===== src/rtl/pmt_evb_pkg.sv =====
// Shared types and constants for the position PMT event builder.
// No dependencies; imported by every module of the block.
package pmt_evb_pkg;

  localparam int DEF_TIME_BITS   = 48;
  localparam int DEF_ENERGY_BITS = 13;

  localparam int CHAN_BITS      = 3;
  localparam int TRIG_BITS      = 13;
  localparam int WIN_BITS       = 16;
  localparam int COUNT_BITS     = 32;
  localparam int TOTAL_BITS     = 16;
  localparam int FRAC_BITS      = 16;
  localparam int POS_BITS       = FRAC_BITS + 1;
  localparam int NUM_ANODES     = 4;
  localparam int CFG_DATA_BITS  = 16;
  localparam int CFG_INDEX_BITS = 3;

  // configuration register indexes
  localparam logic [CFG_INDEX_BITS-1:0] REG_KICK_CHANNEL   = 3'd0;
  localparam logic [CFG_INDEX_BITS-1:0] REG_TIMING_CHANNEL = 3'd1;
  localparam logic [CFG_INDEX_BITS-1:0] REG_TRIGGER_LOW    = 3'd2;
  localparam logic [CFG_INDEX_BITS-1:0] REG_TRIGGER_HIGH   = 3'd3;
  localparam logic [CFG_INDEX_BITS-1:0] REG_COINC_WINDOW   = 3'd4;
  localparam logic [CFG_INDEX_BITS-1:0] REG_FIRST_POS_CHAN = 3'd5;

  // register reset values
  localparam logic [CHAN_BITS-1:0] RST_KICK_CHANNEL   = 3'd0;
  localparam logic [CHAN_BITS-1:0] RST_TIMING_CHANNEL = 3'd1;
  localparam logic [TRIG_BITS-1:0] RST_TRIGGER_LOW    = 13'd512;
  localparam logic [TRIG_BITS-1:0] RST_TRIGGER_HIGH   = 13'd8190;
  localparam logic [WIN_BITS-1:0]  RST_COINC_WINDOW   = 16'd1;
  localparam logic [CHAN_BITS-1:0] RST_FIRST_POS_CHAN = 3'd2;

  typedef enum logic [2:0] {
    ST_IDLE,
    ST_X_START,
    ST_X_WAIT,
    ST_Y_START,
    ST_Y_WAIT,
    ST_OUT
  } state_e;

endpackage


===== src/rtl/position_pmt_event_builder_core.sv =====
// Position PMT event builder: classifies hits, closes events, computes X/Y.
// A hit that closes no event leaves the input ready for the next hit; a closing hit
// stalls the input through accept, two passes of the shared serial divider and the
// result load (a pass is short if its sum or second anode is zero) and output stalls.
// Reset (rst_ni, async, low) restores register defaults and clears all event
// state; no clearing pass is needed. Results leave through an output register.
module position_pmt_event_builder_core import pmt_evb_pkg::*; #(
  parameter int TIME_BITS   = DEF_TIME_BITS,
  parameter int ENERGY_BITS = DEF_ENERGY_BITS
) (
  input  logic                      clk_i,
  input  logic                      rst_ni,
  // configuration
  input  logic                      cfg_we_i,
  input  logic [CFG_INDEX_BITS-1:0] cfg_index_i,
  input  logic [CFG_DATA_BITS-1:0]  cfg_data_i,
  // hit input
  input  logic                      in_valid_i,
  output logic                      in_stall_o,
  input  logic [CHAN_BITS-1:0]      channel_i,
  input  logic [ENERGY_BITS-1:0]    energy_i,
  input  logic [TIME_BITS-1:0]      timestamp_i,
  // event output
  output logic                      out_valid_o,
  input  logic                      out_stall_i,
  output logic [ENERGY_BITS-1:0]    pulse_a_o,
  output logic [ENERGY_BITS-1:0]    pulse_b_o,
  output logic [ENERGY_BITS-1:0]    pulse_c_o,
  output logic [ENERGY_BITS-1:0]    pulse_d_o,
  output logic [TIME_BITS-1:0]      event_time_o,
  output logic signed [TIME_BITS:0] flight_time_o,
  output logic [TOTAL_BITS-1:0]     hit_total_o,
  output logic [COUNT_BITS-1:0]     kicker_total_o,
  output logic [COUNT_BITS-1:0]     timing_total_o,
  output logic signed [POS_BITS-1:0] x_position_o,
  output logic signed [POS_BITS-1:0] y_position_o
);

  localparam int CMP_BITS = (ENERGY_BITS > TRIG_BITS) ? ENERGY_BITS : TRIG_BITS;

  // ---------------------------------------------------------------------------
  // Configuration registers
  // ---------------------------------------------------------------------------
  logic [CHAN_BITS-1:0] kick_chan_q, timing_chan_q, first_pos_q;
  logic [TRIG_BITS-1:0] trig_low_q, trig_high_q;
  logic [WIN_BITS-1:0]  window_q;

  always_ff @(posedge clk_i or negedge rst_ni) begin
    if (!rst_ni) begin
      kick_chan_q   <= RST_KICK_CHANNEL;
      timing_chan_q <= RST_TIMING_CHANNEL;
      trig_low_q    <= RST_TRIGGER_LOW;
      trig_high_q   <= RST_TRIGGER_HIGH;
      window_q      <= RST_COINC_WINDOW;
      first_pos_q   <= RST_FIRST_POS_CHAN;
    end else if (cfg_we_i) begin
      case (cfg_index_i)
        REG_KICK_CHANNEL:   kick_chan_q   <= cfg_data_i[CHAN_BITS-1:0];
        REG_TIMING_CHANNEL: timing_chan_q <= cfg_data_i[CHAN_BITS-1:0];
        REG_TRIGGER_LOW:    trig_low_q    <= cfg_data_i[TRIG_BITS-1:0];
        REG_TRIGGER_HIGH:   trig_high_q   <= cfg_data_i[TRIG_BITS-1:0];
        REG_COINC_WINDOW:   window_q      <= cfg_data_i[WIN_BITS-1:0];
        REG_FIRST_POS_CHAN: first_pos_q   <= cfg_data_i[CHAN_BITS-1:0];
        default: ;
      endcase
    end
  end

  // ---------------------------------------------------------------------------
  // Event state
  // ---------------------------------------------------------------------------
  state_e state_q, state_d;

  logic [TIME_BITS-1:0]   event_start_q, event_start_d;
  logic [TIME_BITS-1:0]   kick_time_q, kick_time_d;
  logic [COUNT_BITS-1:0]  kick_cnt_q, kick_cnt_d;
  logic [COUNT_BITS-1:0]  tim_cnt_q, tim_cnt_d;
  logic                   kick_pend_q, kick_pend_d;
  logic                   tim_pend_q, tim_pend_d;
  logic [ENERGY_BITS-1:0] pulse_q [NUM_ANODES];
  logic [ENERGY_BITS-1:0] pulse_d [NUM_ANODES];
  logic [TOTAL_BITS-1:0]  hits_q  [NUM_ANODES];
  logic [TOTAL_BITS-1:0]  hits_d  [NUM_ANODES];

  logic                   accept;
  logic                   in_window;
  logic                   is_kick, is_tim;
  logic [TIME_BITS-1:0]   time_diff;
  logic                   late;
  logic                   flush;
  logic [CHAN_BITS-1:0]   rel_chan;
  logic                   is_pos;
  logic [TIME_BITS:0]     flight;
  logic [TOTAL_BITS+1:0]  total_sum;
  logic [TOTAL_BITS-1:0]  total_sat;

  assign accept    = in_valid_i && !in_stall_o;
  assign in_window = (CMP_BITS'(energy_i) > CMP_BITS'(trig_low_q)) &&
                     (CMP_BITS'(energy_i) < CMP_BITS'(trig_high_q));
  assign is_kick   = (channel_i == kick_chan_q) && in_window;
  assign is_tim    = !is_kick && (channel_i == timing_chan_q) && in_window;

  // a timestamp behind the event start never counts as late
  assign time_diff = timestamp_i - event_start_q;
  assign late      = (timestamp_i > event_start_q) &&
                     (time_diff > TIME_BITS'(window_q));

  assign rel_chan  = channel_i - first_pos_q;
  assign is_pos    = (channel_i >= first_pos_q) && (rel_chan < CHAN_BITS'(NUM_ANODES));

  // flight time uses the kicker time after this hit
  assign flight    = {1'b0, event_start_q} - {1'b0, kick_time_d};

  assign total_sum = (TOTAL_BITS+2)'(hits_q[0]) + (TOTAL_BITS+2)'(hits_q[1]) +
                     (TOTAL_BITS+2)'(hits_q[2]) + (TOTAL_BITS+2)'(hits_q[3]);
  assign total_sat = (total_sum[TOTAL_BITS+1:TOTAL_BITS] != 2'b00) ? '1
                                                                 : total_sum[TOTAL_BITS-1:0];

  always_comb begin
    kick_cnt_d  = kick_cnt_q + COUNT_BITS'(is_kick);
    tim_cnt_d   = tim_cnt_q + COUNT_BITS'(is_tim);
    kick_time_d = is_kick ? timestamp_i : kick_time_q;
    kick_pend_d = kick_pend_q || is_kick;
    tim_pend_d  = tim_pend_q || is_tim;
    // nothing is emitted until a kicker has been seen
    flush = ((kick_cnt_d != '0) || kick_pend_d) && (late || kick_pend_d || tim_pend_d);
    event_start_d = event_start_q;
    if (flush) begin
      kick_pend_d   = 1'b0;
      tim_pend_d    = 1'b0;
      event_start_d = timestamp_i;
    end
    for (int i = 0; i < NUM_ANODES; i++) begin
      pulse_d[i] = flush ? '0 : pulse_q[i];
      hits_d[i]  = flush ? '0 : hits_q[i];
      if (is_pos && (rel_chan[1:0] == 2'(i))) begin
        pulse_d[i] = energy_i;
        if (hits_d[i] != '1) begin
          hits_d[i] = hits_d[i] + 1'b1;
        end
      end
    end
  end

  always_ff @(posedge clk_i or negedge rst_ni) begin
    if (!rst_ni) begin
      event_start_q <= '0;
      kick_time_q   <= '0;
      kick_cnt_q    <= '0;
      tim_cnt_q     <= '0;
      kick_pend_q   <= 1'b0;
      tim_pend_q    <= 1'b0;
      for (int i = 0; i < NUM_ANODES; i++) begin
        pulse_q[i] <= '0;
        hits_q[i]  <= '0;
      end
    end else if (accept) begin
      event_start_q <= event_start_d;
      kick_time_q   <= kick_time_d;
      kick_cnt_q    <= kick_cnt_d;
      tim_cnt_q     <= tim_cnt_d;
      kick_pend_q   <= kick_pend_d;
      tim_pend_q    <= tim_pend_d;
      for (int i = 0; i < NUM_ANODES; i++) begin
        pulse_q[i] <= pulse_d[i];
        hits_q[i]  <= hits_d[i];
      end
    end
  end

  // ---------------------------------------------------------------------------
  // Snapshot of the closed event, held while X and Y are computed
  // ---------------------------------------------------------------------------
  logic [ENERGY_BITS-1:0] snap_pulse_q [NUM_ANODES];
  logic [TIME_BITS-1:0]   snap_time_q;
  logic [TIME_BITS:0]     snap_flight_q;
  logic [TOTAL_BITS-1:0]  snap_total_q;
  logic [COUNT_BITS-1:0]  snap_kick_q, snap_tim_q;
  logic [POS_BITS-1:0]    snap_x_q;

  logic                   div_start;
  logic                   div_sel_y;
  logic                   div_done;
  logic [POS_BITS-1:0]    div_quot;
  logic                   load_out;

  always_ff @(posedge clk_i) begin
    if (accept && flush) begin
      for (int i = 0; i < NUM_ANODES; i++) begin
        snap_pulse_q[i] <= pulse_q[i];
      end
      snap_time_q   <= event_start_q;
      snap_flight_q <= flight;
      snap_total_q  <= total_sat;
      snap_kick_q   <= kick_cnt_d;
      snap_tim_q    <= tim_cnt_d;
    end
    if ((state_q == ST_X_WAIT) && div_done) begin
      snap_x_q <= div_quot;
    end
  end

  // one fraction unit, used for X (a, b) then Y (c, d)
  pmt_evb_frac #(
    .ENERGY_BITS(ENERGY_BITS)
  ) u_frac (
    .clk_i   (clk_i),
    .rst_ni  (rst_ni),
    .start_i (div_start),
    .num_i   (div_sel_y ? snap_pulse_q[2] : snap_pulse_q[0]),
    .other_i (div_sel_y ? snap_pulse_q[3] : snap_pulse_q[1]),
    .done_o  (div_done),
    .quot_o  (div_quot)
  );

  // ---------------------------------------------------------------------------
  // Sequencer
  // ---------------------------------------------------------------------------
  logic out_valid_q, out_valid_d;

  always_comb begin
    state_d = state_q;
    case (state_q)
      ST_IDLE:    if (accept && flush) state_d = ST_X_START;
      ST_X_START: state_d = ST_X_WAIT;
      ST_X_WAIT:  if (div_done) state_d = ST_Y_START;
      ST_Y_START: state_d = ST_Y_WAIT;
      ST_Y_WAIT:  if (div_done) state_d = ST_OUT;
      ST_OUT:     if (!out_valid_q || !out_stall_i) state_d = ST_IDLE;
      default:    state_d = ST_IDLE;
    endcase
  end

  always_comb begin
    in_stall_o = 1'b1;
    div_start  = 1'b0;
    div_sel_y  = 1'b0;
    load_out   = 1'b0;
    case (state_q)
      ST_IDLE:    in_stall_o = 1'b0;
      ST_X_START: div_start  = 1'b1;
      ST_X_WAIT:  ;
      ST_Y_START: begin
        div_start = 1'b1;
        div_sel_y = 1'b1;
      end
      ST_Y_WAIT:  div_sel_y = 1'b1;
      ST_OUT:     load_out  = !out_valid_q || !out_stall_i;
      default:    ;
    endcase
  end

  // ---------------------------------------------------------------------------
  // Output register
  // ---------------------------------------------------------------------------
  logic [POS_BITS-1:0] y_hold_q;

  always_ff @(posedge clk_i) begin
    if ((state_q == ST_Y_WAIT) && div_done) begin
      y_hold_q <= div_quot;
    end
    if (load_out) begin
      pulse_a_o      <= snap_pulse_q[0];
      pulse_b_o      <= snap_pulse_q[1];
      pulse_c_o      <= snap_pulse_q[2];
      pulse_d_o      <= snap_pulse_q[3];
      event_time_o   <= snap_time_q;
      flight_time_o  <= snap_flight_q;
      hit_total_o    <= snap_total_q;
      kicker_total_o <= snap_kick_q;
      timing_total_o <= snap_tim_q;
      x_position_o   <= snap_x_q;
      y_position_o   <= y_hold_q;
    end
  end

  always_comb begin
    out_valid_d = out_valid_q;
    if (out_valid_q && !out_stall_i) out_valid_d = 1'b0;
    if (load_out) out_valid_d = 1'b1;
  end

  always_ff @(posedge clk_i or negedge rst_ni) begin
    if (!rst_ni) begin
      state_q     <= ST_IDLE;
      out_valid_q <= 1'b0;
    end else begin
      state_q     <= state_d;
      out_valid_q <= out_valid_d;
    end
  end

  assign out_valid_o = out_valid_q;

endmodule


===== src/rtl/pmt_evb_frac.sv =====
// Iterative fraction unit: num * 2^16 / (num + other), one quotient bit a cycle.
// Saturates at 65535, returns all ones when the sum is zero. Uses pmt_evb_pkg.
module pmt_evb_frac import pmt_evb_pkg::*; #(
  parameter int ENERGY_BITS = DEF_ENERGY_BITS
) (
  input  logic                   clk_i,
  input  logic                   rst_ni,
  input  logic                   start_i,
  input  logic [ENERGY_BITS-1:0] num_i,
  input  logic [ENERGY_BITS-1:0] other_i,
  output logic                   done_o,
  output logic [POS_BITS-1:0]    quot_o
);

  localparam int CNT_BITS = $clog2(FRAC_BITS);

  logic                  busy_q, busy_d;
  logic                  done_q, done_d;
  logic [CNT_BITS-1:0]   cnt_q, cnt_d;
  logic [ENERGY_BITS:0]  rem_q, rem_d;
  logic [ENERGY_BITS:0]  sum_q, sum_d;
  logic [POS_BITS-1:0]   quot_q, quot_d;
  logic [ENERGY_BITS:0]  sum_in;
  logic [ENERGY_BITS+1:0] rem2;
  logic [ENERGY_BITS+1:0] rem_sub;
  logic                  ge;

  assign sum_in  = {1'b0, num_i} + {1'b0, other_i};
  assign rem2    = {rem_q, 1'b0};
  assign rem_sub = rem2 - {1'b0, sum_q};
  assign ge      = (rem2 >= {1'b0, sum_q});

  always_comb begin
    busy_d = busy_q;
    done_d = 1'b0;
    cnt_d  = cnt_q;
    rem_d  = rem_q;
    sum_d  = sum_q;
    quot_d = quot_q;
    if (start_i) begin
      if (sum_in == '0) begin
        quot_d = '1;
        done_d = 1'b1;
      end else if (other_i == '0) begin
        quot_d = {1'b0, {FRAC_BITS{1'b1}}};
        done_d = 1'b1;
      end else begin
        busy_d = 1'b1;
        cnt_d  = '0;
        rem_d  = {1'b0, num_i};
        sum_d  = sum_in;
        quot_d = '0;
      end
    end else if (busy_q) begin
      // remainder stays below the sum, so it fits ENERGY_BITS+1 bits
      rem_d  = ge ? rem_sub[ENERGY_BITS:0] : rem2[ENERGY_BITS:0];
      quot_d = {quot_q[POS_BITS-2:0], ge};
      cnt_d  = cnt_q + 1'b1;
      if (cnt_q == CNT_BITS'(FRAC_BITS - 1)) begin
        busy_d = 1'b0;
        done_d = 1'b1;
      end
    end
  end

  always_ff @(posedge clk_i or negedge rst_ni) begin
    if (!rst_ni) begin
      busy_q <= 1'b0;
      done_q <= 1'b0;
      cnt_q  <= '0;
    end else begin
      busy_q <= busy_d;
      done_q <= done_d;
      cnt_q  <= cnt_d;
    end
  end

  always_ff @(posedge clk_i) begin
    rem_q  <= rem_d;
    sum_q  <= sum_d;
    quot_q <= quot_d;
  end

  assign done_o = done_q;
  assign quot_o = quot_q;

endmodule


===== config.mk =====
export PLATFORM = sky130hd
export DESIGN_NAME = position_pmt_event_builder_core
export DESIGN_NICKNAME = d
export VERILOG_FILES = /design/src/rtl/pmt_evb_pkg.sv /design/src/rtl/position_pmt_event_builder_core.sv /design/src/rtl/pmt_evb_frac.sv
export SDC_FILE = /design/constraint.sdc
export NUM_CORES = 2
export LEC_CHECK = 0
export BUFFER_PORTS_ARGS = -buffer_cell sky130_fd_sc_hd__buf_2
export CAP_MARGIN = 20
export CORE_UTILIZATION = 40
export DETAILED_ROUTE_END_ITERATION = 7
export PLACE_DENSITY = 0.57
export SYNTH_ARGS = -nofsm -noshare
export SYNTH_HDL_FRONTEND = slang
export SYNTH_SLANG_ARGS = --single-unit

===== constraint.sdc =====
create_clock -name clk_i -period 38.1 [get_ports clk_i]
set_clock_uncertainty 0.1 [all_clocks]
set_input_delay 7.62 -clock clk_i [delete_from_list [all_inputs] [get_ports clk_i]]
set_output_delay 7.62 -clock clk_i [all_outputs]
set_load 0.03 [all_outputs]

==> flow_summary.ini <==
[outcome]
outcome = complete, no violations

[pwr]
power_frac_seq = 0.480
p_int_mw = 1.72
ir_worst_vdd_v = 0.0000348
power_density_mw_per_mm2 = 44.2
switching_power_uw = 494
clockPowerShare = 0.466
leakage_nw = 19.5
p_comb_frac = 0.054
fin_total_pwr_mw = 2.21
switching_share = 0.223

[yosys]
ys_types = 87
yosysTopAreaCellShare = 0.397
async_reset_ff_frac = 0.373
synthFlopType = edfxtp_1
synth_area_leaders = edfxtp_1 (40%), dfrtp_1 (19%), ha_1 (5.6%)
syn_area_mm2 = 0.0431
synth-edff-count = 571
synth_top_area_cell = edfxtp_1
postSynthCellCount = 3639
mappedNetlistNets = 3957
ys_seq_area_frac = 0.594
avgSynthCellArea_um2 = 11.9
synth_warnings = 0
ys_ff_latch = 910

[setup_path]
cp_data_required_time_ns = 38.60
crit_path_end_kind = flop
worst_path_max_delay_cell = inv_2
slowest_delay_ns = 0.67
arrival_ns = 16.17
start_kind = primary input
cpMostUsedCell = ha_1
worstSetupPathType = primary input to flop
critical_path.max_fanout = 78

[route]
drtPass1Iterations = 6
routedWlPerCell_um = 19.5
vias_per_cell = 5.22
vias = 28700
drtAntennaViolNets = 0
drc = 0
drt-total-wl_um = 107000
drtIter0Drc = 1957

[layout]
nNetsFinal = 4318
fill_cells = 9753
stdcell_area_mm2 = 0.0501
layout-drive-gt1-share = 0.163
multi_input_area_mm2 = 0.0164
syn_to_final_growth_pct = 16.1
regArea_mm2 = 0.0256
layout.cells.non_filler = 5497

[global_routing]
grt_max_degree = 187
grt_pass1_vias = 27700
grt_remaining_overflow = 0
grt_usage = 0.194
grt_pass1_wl_um = 163000
antenna_found_initial = 30

[placed_design]
port_buffers = 352
placedCellCount = 5299
place_congestion = 0.889
dp_hpwl_um = 76700
post_dp_cell_area_mm2 = 0.0465

[sta]
tightest_slew_ns = 1.11
max_clock_freq_ghz = 0.0638
rsz0062_at_grt = no
fin_tns_setup_ns = 0
finalHoldViolations = 0
period_needed_ns = 15.67
post-route-period-util = 0.411
slew_viol_final = 0
setup_viol = 0
relSlewSlack = 0.261

[floorplanning]
rows = 120
die_w_um = 330
design.core.area_mm2 = 0.107
fp.dieH_um = 330
ios = 353
start_util = 0.403
design.die.area_mm2 = 0.109

[clock_tree]
cts_hold_buffers = 0
cts_root_buffer = clkbuf_16
cts_tree = built
cts-resized-gates = 0
clk_pin_slew_ns = 0.06
clock_latency_ns = 0.69
cts_setup_buffers = 0
cts_max_level = 3
cts_buffer_depth = 3
numCtsBuffers = 100
clock_sinks = 910

[worst_hold_path]
hp-class = flop to flop

[job]
cap_violations = 0
[area by class of cell]
class	instances	area share
sequential	910	0.512
multi-input combinational	2422	0.327
clock buffer	128	0.0564
timing repair buffer	384	0.0406
tap	1403	0.0350
clock inverter	60	0.0148
inverter	182	0.0138
antenna	8	0.000400
[power by group through the flow]
stage,Sequential (mW),Combinational (mW),Clock (mW)
global placement,1.08,0.118,0
floorplan,1.08,0.0763,0
finish,1.06,0.120,1.03
global route,1.06,0.135,1.09
CTS,1.06,0.121,1.06
detailed placement,1.08,0.120,0
[cell usage after synthesis, drive strengths merged, types with 19 or more instances]
cell type	instances
mux2	52
ha	193
edfxtp	571
nand2	477
xnor2	146
a21oi	147
nand4	58
nor2	166
a211oi	25
a31oi	35
o21a	49
o21bai	19
clkbuf	96
mux2i	62
nor3	52
dfrtp	323
fa	37
and2	32
nand3	88
and3	53
nand2b	29
xor2	101
inv	182
o21ai	303
a21o	48
buf	29
nor2b	22
[metal layers]
layer  wire length, µm  vias to the layer above  share of wire  track usage
met4              2930                       20          0.027       0.0592
met5               127                        -         0.0012            0
met3              6510                      173          0.061       0.0385
met1             49000                    13900           0.46        0.273
met2             48600                      713           0.45        0.304
li1                  -                    13900              -            -
[stage by stage]
step | worst slack, ns | hold WS, ns | utilization
6_report | 22.44 | 0.312 | 0.468
5_1_grt | 21.84 | 0.321 | 0.468
4_1_cts | 22.48 | 0.315 | 0.467
3_5_place_dp | 21.74 | 0.305 | 0.434
3_3_place_gp | 21.97 | 0.301 | 0.434
2_1_floorplan | 18.44 | 0.300 | -
[sequential cells by signal, summed over array words and instances (netlist names), 17 cells and up]
signal          count
flight_time_o      49
kick_cnt_q         32
y_hold_q           17
kick_time_q        48
timing_total_o     32
kicker_total_o     32
snap_x_q           17
x_position_o       17
y_position_o       17
tim_cnt_q          32
snap_time_q        48
snap_flight_q      49
snap_kick_q        32
snap_pulse_q       52
event_start_q      48
pulse_q            52
event_time_o       48
hits_q             64
u_frac.quot_o      17
snap_tim_q         32
[worst max-delay path: cells and delay by family]
family / cells / cell delay, ns
AO/OA/AOI/OAI: 9 / 1.58
adder cells (fa/ha/maj): 4 / 1.09
buffers and inverters: 3 / 1.45
multiplexers: 1 / 0.40
AND/OR/NAND/NOR: 15 / 4.01
[final timing paths]
check                      slack (ns)  cells after the start                    endpoint                   startpoint
setup / recovery                22.44                     32      hits_q[43]$_DFFE_PN0P_                 energy_i[10]
hold / removal                   0.31                      0  x_position_o[11]$_DFFE_PP_       snap_x_q[11]$_DFFE_PP_
setup reg to reg                28.95                     32      hits_q[43]$_DFFE_PN0P_  trig_high_q[10]$_DFFE_PN1P_
hold reg to reg                  0.31                      0  x_position_o[11]$_DFFE_PP_       snap_x_q[11]$_DFFE_PP_
max in group asynchronous       27.93                      4  kick_cnt_q[19]$_DFFE_PN0P_                       rst_ni
min in group asynchronous        6.84                      1      hits_q[58]$_DFFE_PN0P_                       rst_ni
[logic make-up (layout without fill, tap and decap cells)]
logic type / count (synthesis) / count (layout) / share of synthesized area
AND/OR/NAND/NOR: 1072 / 1072 / 0.117
flip-flops: 910 / 910 / 0.594
AO/OA/AOI/OAI: 759 / 759 / 0.109
buffers and inverters: 307 / 754 / 0.0280
XOR/XNOR: 247 / 247 / 0.0501
adder cells (fa/ha/maj): 230 / 230 / 0.0731
multiplexers: 114 / 114 / 0.0280
other: 0 / 8 / 0
[placed cells by master, fill, tap and decap left out, types with 15 or more instances in the layout]
| cell | instances |
|---|---|
| a211oi_1 | 23 |
| a21o_1 | 48 |
| a21oi_1 | 147 |
| a31oi_1 | 35 |
| and2_1 | 31 |
| and3_1 | 53 |
| buf_2 | 351 |
| buf_4 | 29 |
| clkbuf_16 | 105 |
| dfrtp_1 | 323 |
| dfstp_2 | 16 |
| edfxtp_1 | 571 |
| fa_1 | 37 |
| ha_1 | 193 |
| inv_1 | 180 |
| mux2_2 | 52 |
| mux2i_1 | 62 |
| nand2_1 | 476 |
| nand2b_1 | 29 |
| nand3_1 | 87 |
| nand4_1 | 58 |
| nor2_1 | 163 |
| nor2b_1 | 21 |
| nor3_1 | 50 |
| nor4_1 | 16 |
| o211ai_1 | 15 |
| o21a_1 | 49 |
| o21ai_0 | 276 |
| o21ai_1 | 23 |
| o21bai_1 | 19 |
| xnor2_1 | 146 |
| xor2_1 | 101 |
No activity file was read; power rests on OpenSTA's default activity.
